`config.mk`:
```
export PLATFORM = sky130hd
export DESIGN_NAME = cik_out_fifo
export DESIGN_NICKNAME = d
export VERILOG_FILES = /design/src/hw/rtl/cik_pkg.sv /design/src/hw/rtl/cik_out_fifo.sv
export SDC_FILE = /design/constraint.sdc
export NUM_CORES = 1
export LEC_CHECK = 0
export ABC_CLOCK_PERIOD_IN_PS = 7250
export BUFFER_PORTS_ARGS = -buffer_cell sky130_fd_sc_hd__buf_2
export CAP_MARGIN = 20
export CORE_AREA = 10 10 252 254
export DETAILED_ROUTE_END_ITERATION = 7
export DIE_AREA = 0 0 262 264
export GPL_TIMING_DRIVEN = 0
export PLACE_DENSITY = 0.5
export SLEW_MARGIN = 20
export SYNTH_ARGS = -nofsm -noshare
export SYNTH_HDL_FRONTEND = slang
export SYNTH_SLANG_ARGS = --single-unit
```
`constraint.sdc`:
```
create_clock -name clk -period 7.25 [get_ports clk]
set_input_delay 0.725 -clock clk [delete_from_list [all_inputs] [get_ports clk]]
set_output_delay 0.725 -clock clk [all_outputs]
set_load 0.01 [all_outputs]
```
`src/hw/rtl/cik_pkg.sv`:
```
package cik_pkg;

    localparam int KERNEL_SIZE = 3;
    localparam int MAX_WIDTH   = 2048;
    localparam int MAX_HEIGHT  = 4096;

    localparam int KTAPS = KERNEL_SIZE * KERNEL_SIZE;
    localparam int KHALF = KERNEL_SIZE / 2;

    localparam int PIX_W      = 8;
    localparam int COEF_W     = 16;
    localparam int COEF_IDX_W = 4;
    localparam int PROD_W     = PIX_W + COEF_W + 1;
    localparam int RSUM_W     = PROD_W + $clog2(KERNEL_SIZE);
    localparam int RESULT_W   = 32;

    localparam int ROW_W    = 12;
    localparam int COL_W    = $clog2(MAX_WIDTH);
    localparam int WIDTH_W  = $clog2(MAX_WIDTH + 1);
    localparam int HEIGHT_W = $clog2(MAX_HEIGHT + 1);

    localparam int CFG_IDX_W     = 1;
    localparam int CFG_DATA_W    = 13;
    localparam int IMG_W_FIELD_W = 12;
    localparam int IMG_H_FIELD_W = 13;

    localparam int LINE_W = (KERNEL_SIZE - 1) * PIX_W;

    localparam int FIFO_DEPTH  = 8;
    localparam int FIFO_PTR_W  = $clog2(FIFO_DEPTH);
    localparam int FIFO_CNT_W  = $clog2(FIFO_DEPTH + 1);

    typedef enum logic [0:0] {
        REQ_PIXEL = 1'b0,
        REQ_COEF  = 1'b1
    } req_type_t;

    typedef enum logic [CFG_IDX_W-1:0] {
        CFG_IMAGE_WIDTH  = 1'b0,
        CFG_IMAGE_HEIGHT = 1'b1
    } cfg_idx_t;

    typedef struct packed {
        logic [ROW_W-1:0] row;
        logic [COL_W-1:0] col;
        logic             last;
    } meta_t;

    typedef struct packed {
        logic signed [RESULT_W-1:0] value;
        meta_t                      meta;
    } result_t;

    function automatic logic [WIDTH_W-1:0] clamp_width(input logic [IMG_W_FIELD_W-1:0] v);
        if (v == '0)
            return WIDTH_W'(1);
        else if (32'(v) > MAX_WIDTH)
            return WIDTH_W'(MAX_WIDTH);
        else
            return WIDTH_W'(v);
    endfunction

    function automatic logic [HEIGHT_W-1:0] clamp_height(input logic [IMG_H_FIELD_W-1:0] v);
        if (v == '0)
            return HEIGHT_W'(1);
        else if (32'(v) > MAX_HEIGHT)
            return HEIGHT_W'(MAX_HEIGHT);
        else
            return HEIGHT_W'(v);
    endfunction

endpackage

```
`src/hw/rtl/cik_out_fifo.sv`:
```
module cik_out_fifo (
    input  logic                               clk,
    input  logic                               rst_n,
    input  logic                               push,
    input  cik_pkg::result_t                   push_data,
    input  logic                               pop,
    output cik_pkg::result_t                   head,
    output logic                               not_empty,
    output logic [cik_pkg::FIFO_CNT_W-1:0]     count
);

    cik_pkg::result_t                  mem_reg [cik_pkg::FIFO_DEPTH];
    logic [cik_pkg::FIFO_PTR_W-1:0]    wr_ptr_reg;
    logic [cik_pkg::FIFO_PTR_W-1:0]    rd_ptr_reg;
    logic [cik_pkg::FIFO_CNT_W-1:0]    count_reg;
    logic [cik_pkg::FIFO_CNT_W-1:0]    count_next;

    always_comb
    begin
        count_next = count_reg;
        if (push && !pop)
        begin
            count_next = count_reg + cik_pkg::FIFO_CNT_W'(1);
        end
        else if (pop && !push)
        begin
            count_next = count_reg - cik_pkg::FIFO_CNT_W'(1);
        end
    end

    always_ff @(posedge clk or negedge rst_n)
    begin
        if (!rst_n)
        begin
            wr_ptr_reg <= '0;
            rd_ptr_reg <= '0;
            count_reg  <= '0;
        end
        else
        begin
            if (push)
            begin
                wr_ptr_reg <= wr_ptr_reg + cik_pkg::FIFO_PTR_W'(1);
            end
            if (pop)
            begin
                rd_ptr_reg <= rd_ptr_reg + cik_pkg::FIFO_PTR_W'(1);
            end
            count_reg <= count_next;
        end
    end

    always_ff @(posedge clk)
    begin
        if (push)
        begin
            mem_reg[wr_ptr_reg] <= push_data;
        end
    end

    assign head      = mem_reg[rd_ptr_reg];
    assign not_empty = (count_reg != '0);
    assign count     = count_reg;

endmodule

```
==> results.md <==
- Final worst slack: 3.54 ns
- RR Startpoint: wr_ptr_reg[1]
- Crit end category: primary output
- P&R area growth vs syn: 22.3%
- Max Fclk: ~0.27 GHz
- Initial Utilization: 29.8%
- Comb pwr share: 31.6%
- Port Buffers: 120
- Post-DRT Antenna Nets: 0
- CTS tree: built
- Clock sinks: 458
- Fin nets: 982
- Crit path kind: reg -> out
- Fin Hold WS: between 0.4 and 0.5 ns
- Row count: 89
- Via/cell ratio: 4.59
- Ys Warns: 0
- Synthesized net count: 773
- DPL Wire Length: about 26 mm
- Req. time, crit path: between 6 and 7 ns
- WHS Endpoint: mem_reg[5][30]
- Final Hold Violating Endpoints: 0
- Clock root buffer: clkbuf_16
- Die footprint: 69200 um2
- Hold_sp: push_data[30]
- Setup violators final: 0
- Die Width: between 200 and 300 um
- Slew Viols, Final: 0
- Placement Setup Slack: ~4.1 ns
- Flop-to-flop setup slack: approximately 4.8 ns
- Tmin final: 3.71 ns
- Clk network pwr share: 29.0%
- CP startpoint kind: flip-flop
- Flip-flop count of the largest register after layout: 448
- Die Y: ~260 um
- R2R depth: 6
- Flops & latches, synth: 458
- Clock Latency Late Sink: 0.58 ns
- WL/cell: ~23 um
- Worst-Margin Slew: 0.886 ns
- Max-cap violation count: 0
- Global Route Usage Sum: 11.3%
- First-pass GRT wire length: ~58 mm
- Clock transition at path regs: 0.06 ns
- Mean post-synth cell area: 24.6 um2
- Rel. slew slack: 40.9%
- DR iter-0 viols: 568
- Most frequent cells in the layout: edfxtp_1, buf_2, mux4_2
- Routed vias: 7923
- Int Pwr: 6.17 mW
- Post-synthesis instance area: 17400 um2
- Register area share after synthesis: between 70% and 80%
- Final WL: ~39 mm
- Core area: 58500 um2
- Worst min-delay path class: in -> reg
- Largest net degree at the start of global routing: 19
- Reg-to-Reg End: mem_reg[0][25]
- Io pins: between 100 and 150
- Mapped Cells: 707
- Total power: 8.68 mW
- Vias in the first global route: 8591
- RSZ-0062 raised after global routing: false
- Pre-Repair DR Iteration Count: 4
- Final RePlAce weighted congestion: roughly 0.67
- CTS Buffer Depth: 3
- DRC Markers: 0
- Share of cells above drive strength 1: 44.2%
- Crit share post-route: 51.2%
- Number of antenna violations at the first check in global routing: 11
- Most common cell after layout, fill and taps aside: edfxtp_1
- Sequential share of power: ~39%
- Peak fanout along the critical path: 10
- Distinct cells, synth: 26
- Gr ovfl total: 0
- Run status: complete, no violations
- Net Sw Frac: 28.9%
- Worst Path Arrival: between 2 and 3 ns
- Pleak: 6.92 nW
- Hold Crit Depth: 1
- # resized after CTS: 0
- CTS Buf Count: between 40 and 50
- Layout Skew: between 0.01 and 0.015 ns
- Cell Pwr Density: 408 nW/um2
- Psw: 2.51 mW
- VDD IR max: 0.184 mV
- H-tree depth: 2
## per-stage QoR
| stage | utilization (%) | std cells | instance area, um2 | setup TNS (ns) |
|---|---|---|---|---|
| floorplan | - | 707 | 17400 | 0 |
| global placement | 32.4 | 1600 | 19000 | -296.36 |
| detailed placement | 33.6 | 1637 | 19600 | 0 |
| CTS | 36.4 | 1726 | 21300 | 0 |
| global route | 36.4 | 1726 | 21300 | 0 |
| finish | 36.4 | 1727 | 21300 | 0 |
## power groups by stage
stage | clock (mW) | combinational, mW | sequential [mW]
after CTS | 2.59 | 2.88 | 3.42
after global placement | 0 | 2.68 | 3.55
after floorplan | 0 | 1.71 | 3.49
after detailed placement | 0 | 2.87 | 3.48
final | 2.51 | 2.74 | 3.42
after global routing | 2.70 | 3.00 | 3.45
## final cells by class
class                      count  area (um2)
antenna                        1        2.50
buffer                        33         196
clock buffer                  59        1310
clock inverter                29         314
fill                        5369       37200
inverter                       2        7.51
multi-input combinational    214        3550
sequential                   458       13700
tap                          773         967
timing repair buffer         158        1230
## timing repair
item / in CTS / in global routing
hold buffers: 1 / 0
endpoints found under the hold margin: 10 / 0
setup buffers: 0 / 0
## cell families after synthesis
| family | share of synthesized area [%] |
|---|---|
| flops | 78.8 |
| mux | 18.4 |
| buf+inv | 1.17 |
| simple gates | 0.676 |
| compound gates | 0.237 |
| xor+xnor | 0.302 |
| fa+ha+maj | 0.475 |
## how the worst max path moves through the flow
| stage | cells past startpoint | startpoint | to | slack [ns] |
|---|---|---|---|---|
| 6_report | 6 | rd_ptr_reg[1] | head[47] | 3.54 |
| 5_1_grt | 6 | rd_ptr_reg[1] | head[18] | 3.36 |
| 4_1_cts | 6 | rd_ptr_reg[1] | head[7] | 3.44 |
| 3_5_place_dp | 6 | rd_ptr_reg[1] | head[7] | 4.07 |
| 3_3_place_gp | 3 | push | mem_reg[0][26] | -2.77 |
| 2_1_floorplan | 2 | push | mem_reg[0][0] | 2.08 |
## Yosys cell counts, drive strengths merged
library cell  count  area (um2)
fa                1        20.0
mux2i             1        10.0
or4               2        15.0
nor3              3        15.0
nor2              6        22.5
nand2             6        22.5
nand2b            3        18.8
or3               1        6.26
o21ai             1        5.00
buf              21         151
a21oi             2        10.0
mux4            112        2520
nand3             2        10.0
ha                5        62.6
mux2             59         664
inv               2        7.51
xnor2             4        35.0
xor2              2        17.5
nand3b            1        7.51
edfxtp          448       13500
dfrtp            10         250
o211ai            2        15.0
clkbuf           12        45.0
a2111o            1        11.3
## critical path: stages (launching register included)
cell	delay (ns)
dfrtp_1	0.34
buf_2	0.22
buf_2	0.33
buf_1	0.66
mux4_2	0.40
mux2_2	0.31
buf_2	0.15
## routing by layer
layer | GRT usage [%] | share of wire, %
met5 | 0 | 0.27
met3 | 3.16 | 5.4
met2 | 18.7 | 50
met4 | 3.04 | 1.8
met1 | 14.4 | 43
(Power assumes the default switching activity.)
