**src/hw/rtl/cik_pkg.sv**
```systemverilog
package cik_pkg;

    localparam int KERNEL_SIZE = 3;
    localparam int MAX_WIDTH   = 2048;
    localparam int MAX_HEIGHT  = 4096;

    localparam int KTAPS = KERNEL_SIZE * KERNEL_SIZE;
    localparam int KHALF = KERNEL_SIZE / 2;

    localparam int PIX_W      = 8;
    localparam int COEF_W     = 16;
    localparam int COEF_IDX_W = 4;
    localparam int PROD_W     = PIX_W + COEF_W + 1;
    localparam int RSUM_W     = PROD_W + $clog2(KERNEL_SIZE);
    localparam int RESULT_W   = 32;

    localparam int ROW_W    = 12;
    localparam int COL_W    = $clog2(MAX_WIDTH);
    localparam int WIDTH_W  = $clog2(MAX_WIDTH + 1);
    localparam int HEIGHT_W = $clog2(MAX_HEIGHT + 1);

    localparam int CFG_IDX_W     = 1;
    localparam int CFG_DATA_W    = 13;
    localparam int IMG_W_FIELD_W = 12;
    localparam int IMG_H_FIELD_W = 13;

    localparam int LINE_W = (KERNEL_SIZE - 1) * PIX_W;

    localparam int FIFO_DEPTH  = 8;
    localparam int FIFO_PTR_W  = $clog2(FIFO_DEPTH);
    localparam int FIFO_CNT_W  = $clog2(FIFO_DEPTH + 1);

    typedef enum logic [0:0] {
        REQ_PIXEL = 1'b0,
        REQ_COEF  = 1'b1
    } req_type_t;

    typedef enum logic [CFG_IDX_W-1:0] {
        CFG_IMAGE_WIDTH  = 1'b0,
        CFG_IMAGE_HEIGHT = 1'b1
    } cfg_idx_t;

    typedef struct packed {
        logic [ROW_W-1:0] row;
        logic [COL_W-1:0] col;
        logic             last;
    } meta_t;

    typedef struct packed {
        logic signed [RESULT_W-1:0] value;
        meta_t                      meta;
    } result_t;

    function automatic logic [WIDTH_W-1:0] clamp_width(input logic [IMG_W_FIELD_W-1:0] v);
        if (v == '0)
            return WIDTH_W'(1);
        else if (32'(v) > MAX_WIDTH)
            return WIDTH_W'(MAX_WIDTH);
        else
            return WIDTH_W'(v);
    endfunction

    function automatic logic [HEIGHT_W-1:0] clamp_height(input logic [IMG_H_FIELD_W-1:0] v);
        if (v == '0)
            return HEIGHT_W'(1);
        else if (32'(v) > MAX_HEIGHT)
            return HEIGHT_W'(MAX_HEIGHT);
        else
            return HEIGHT_W'(v);
    endfunction

endpackage

```
**src/hw/rtl/cik_tap_cell.sv**
```systemverilog
module cik_tap_cell (
    input  logic                                  clk,
    input  logic                                  rst_n,
    input  logic                                  shift_en,
    input  logic [cik_pkg::PIX_W-1:0]             pix_in,
    input  logic                                  coef_we,
    input  logic signed [cik_pkg::COEF_W-1:0]     coef_in,
    output logic [cik_pkg::PIX_W-1:0]             pix_out,
    output logic signed [cik_pkg::PROD_W-1:0]     prod
);

    logic [cik_pkg::PIX_W-1:0]         pix_reg;
    logic signed [cik_pkg::COEF_W-1:0] coef_reg;
    logic signed [cik_pkg::PROD_W-1:0] prod_reg;

    always_ff @(posedge clk or negedge rst_n)
    begin
        if (!rst_n)
        begin
            pix_reg  <= '0;
            coef_reg <= '0;
        end
        else
        begin
            if (shift_en)
            begin
                pix_reg <= pix_in;
            end
            if (coef_we)
            begin
                coef_reg <= coef_in;
            end
        end
    end

    // The product is taken every cycle from the window and coefficient as they stand.
    always_ff @(posedge clk)
    begin
        prod_reg <= $signed({1'b0, pix_reg}) * coef_reg;
    end

    assign pix_out = pix_reg;
    assign prod    = prod_reg;

endmodule

```
**config.mk**
```make
export PLATFORM = sky130hd
export DESIGN_NAME = cik_tap_cell
export DESIGN_NICKNAME = d
export VERILOG_FILES = /design/src/hw/rtl/cik_pkg.sv /design/src/hw/rtl/cik_tap_cell.sv
export SDC_FILE = /design/constraint.sdc
export NUM_CORES = 1
export LEC_CHECK = 0
export BUFFER_PORTS_ARGS = -buffer_cell sky130_fd_sc_hd__buf_2
export CORE_ASPECT_RATIO = 0.7
export CORE_MARGIN = 4
export CORE_UTILIZATION = 36
export DETAILED_ROUTE_END_ITERATION = 8
export GPL_TIMING_DRIVEN = 0
export SLEW_MARGIN = 20
export SYNTH_ARGS = -nofsm -noshare
export SYNTH_HDL_FRONTEND = slang
export SYNTH_SLANG_ARGS = --single-unit
export TNS_END_PERCENT = 1
```
**constraint.sdc**
```tcl
create_clock -name clk -period 4.65 [get_ports clk]
set_clock_uncertainty 0.2 [all_clocks]
set_input_delay 0.2325 -clock clk [delete_from_list [all_inputs] [get_ports clk]]
set_output_delay 0.2325 -clock clk [all_outputs]
set_load 0.005 [all_outputs]
```
==> flow_metrics.env <==
export IMPL_max_slew_margin_pct=55.3
export IMPL_synth_edff_count=0
export IMPL_fill_cells=1581
export IMPL_worstHoldPathType="in -> reg"
export IMPL_die_area_um2=18900
export IMPL_grt_pass1_wl_um=24100
export IMPL_post_route_util_pct=47.1
export IMPL_wl_met1_um=7580
export IMPL_grt_max_degree=25
export IMPL_die_y_um=116
export IMPL_crit_arrival_ns=4.61
export IMPL_hold_ws_ns=0.210
export IMPL_ys_async_sr_fraction_pct=49.0
export IMPL_grt_pass1_vias=4678
export IMPL_syn_inst=624
export IMPL_drc_errors=0
export IMPL_synth_top_family_by_area="adder cells"
export IMPL_syn_area_per_cell_um2=9.68
export IMPL_num_rows=39
export IMPL_status="finished, final reports clean"
export IMPL_crit_type="reg -> reg"
export IMPL_cts_clk_slew_worst_paths_ns=0.08
export IMPL_synthAdderAreaFrac_pct=44.2
export IMPL_rsz0062_at_grt="yes"
export IMPL_syn_area_um2=6040
export IMPL_critPathLaunchType="register"
export IMPL_fin_crit_sh_pct=99.0
export IMPL_drive_gt1_share_pct=27.4
export IMPL_drtIter0Drc=246
export IMPL_ys_seq_area_share_pct=18.2
export IMPL_fmax_mhz=217
export IMPL_antenna_found_initial=0
export IMPL_synthXorXnorAreaFrac_pct=2.90
export IMPL_yosys_area_share_simple_pct=13.8
export IMPL_gp_congestion=0.783
export IMPL_ant_nets=0
export IMPL_synth_top_area_share_pct=33.8
export IMPL_synth_area_leaders="fa_1 34%, ha_1 10%, dfrtp_1 9.9%"
export IMPL_met2WireLength_um=5720
export IMPL_largest_reg_flops=25
export IMPL_finalMaxSlewViolations=0
export IMPL_clkSinkCount=49
export IMPL_synth_seq_cells=49
export IMPL_io_buffers=58
export IMPL_root_buffer="clkbuf_16"
export IMPL_slowest_delay_ns=0.57
export IMPL_syn_nets=804
export IMPL_finalHoldViolCount=0
export IMPL_synthMuxAreaShare_pct=4.64
export IMPL_die_w_um=163
export IMPL_synthTopCellsByCount="152 x inv_1, 102 x fa_1, 76 x and2_1"
export IMPL_cts_max_level=2
export IMPL_via_count=4375
export IMPL_nNetsFinal=920
export IMPL_cp_max_fo=8
export IMPL_yosysTopAreaCell="fa_1"
export IMPL_slowest_stage="fa_1"
export IMPL_maxCapViolations=0
export IMPL_drt_vias_per_instance=4.53
export IMPL_numCtsBuffers=5
export IMPL_final_cells=966
export IMPL_wl_met3_um=673
export IMPL_insertedDiodeCount=0
export IMPL_critPathTopFamily="adder cells"
export IMPL_cp_num_buf_inv=3
export IMPL_worstMarginPinSlew_ns=0.666
export IMPL_yosysMostFrequentCell="inv_1"
export IMPL_overflow=0
export IMPL_highest_layer="met4"
export IMPL_synth_compound_area_share_pct=5.84
export IMPL_worstSkewPairLatency_ns=0.32
export IMPL_path_cells="buf_4 -> and2_1 -> fa_1 -> fa_1 -> fa_1 -> inv_1 -> fa_1 -> inv_1 -> ha_4 -> nand3_4 -> o211ai_1 -> a21oi_4 -> a2111oi_4 -> a41oi_2 -> o311a_1"
export IMPL_cts_tree="built"
export IMPL_ys_flop_type="dfxtp_1"
export IMPL_routed_wl_um=14200
export IMPL_yosysWarnings=0
export IMPL_crit_path_end_kind="register"
export IMPL_cts_max_path_buffers=2
export IMPL_crit_path_frequent_cell="fa_1"
export IMPL_core_area_um2=16400
export IMPL_start_util_pct=36.8
export IMPL_dp_cells=907
export IMPL_dp_hpwl_um=10700
export IMPL_syn2layout_area_growth_pct=27.9
export IMPL_period_needed_ns=4.60
export IMPL_grt_use_total_pct=16.1
export IMPL_required_ns=4.66
export IMPL_post_drt_wl_per_cell_um=14.7
export IMPL_synth_cell_types=42
export IMPL_finalSetupViolCount=0
export IMPL_io_pins=61
export IMPL_drtPass1Iterations=4
metrics by stage:
stage / setup WS (ns) / area (µm²) / setup TNS [ns]
6_report: 0.0487 / 7720 / 0
5_1_grt: -0.106 / 7720 / -0.489
4_1_cts: -0.0149 / 7420 / -0.0149
3_5_place_dp: -0.724 / 6620 / -6.69
3_3_place_gp: -0.681 / 6620 / -6.21
2_1_floorplan: 0.0145 / 6050 / 0
final cells by class:
cell class	count	area [µm²]	area share, %
clock inverter	3	28.8	0.373
clock buffer	5	125	1.62
multi-input combinational	408	4710	60.9
sequential	49	1120	14.5
timing repair buffer	113	787	10.2
inverter	152	571	7.39
tap	225	282	3.65
buffer	11	105	1.36
layer usage:
layer	track usage, %	up-vias
li1	-	2115
met2	23.2	109
met3	4.16	19
met5	0	-
met1	23.9	2132
met4	4.92	0
worst paths after layout:
kind                                                from                  endpoint  slack [ns]  cells after the start
worst max register to register    pix_out[3]$_DFFE_PN0P_          prod[24]$_DFF_P_        0.05                     15
worst min register to register  coef_reg[14]$_DFFE_PN0P_  coef_reg[14]$_DFFE_PN0P_        0.46                      1
worst max-delay path              pix_out[3]$_DFFE_PN0P_          prod[24]$_DFF_P_        0.05                     15
worst min-delay path                             coef_we  coef_reg[15]$_DFFE_PN0P_        0.21                      2
min in group asynchronous                          rst_n   coef_reg[5]$_DFFE_PN0P_        0.23                      2
max in group asynchronous                          rst_n    pix_out[5]$_DFFE_PN0P_        3.63                      2
kinds of logic after synthesis:
| logic type | Yosys count |
|---|---|
| buffers and inverters | 167 |
| and+or+nand+nor | 162 |
| adders and majority gates | 152 |
| AOI/OAI and AO/OA | 49 |
| DFF | 49 |
| muxes | 25 |
| xor gates and xnor gates | 20 |
placed cells by master (no fill, tap or decap), types with 4 or more instances in the layout:
cell,n
a21o_1,7
a21oi_1,9
a21oi_2,4
and2_1,75
buf_2,59
buf_4,29
buf_6,4
clkbuf_16,6
dfrtp_1,10
dfrtp_2,14
dfxtp_1,25
dlygate4sd3_1,25
fa_1,96
fa_2,6
ha_1,35
ha_4,13
inv_1,146
inv_2,6
mux2_2,24
nand2_1,59
nor2_1,6
xnor2_1,14
xor2_1,6
what timing repair did:
item,CTS,global route
setup buffers,16,13
cloned,0,1
gates resized for setup,57,57
pin swaps,19,42
hold endpoints to repair,48,0
endpoints found under the setup margin,14,12
hold buffers,25,0
Power is not shown: default switching activity piles up to over one toggle a cycle in this logic, so the estimate is an artifact.
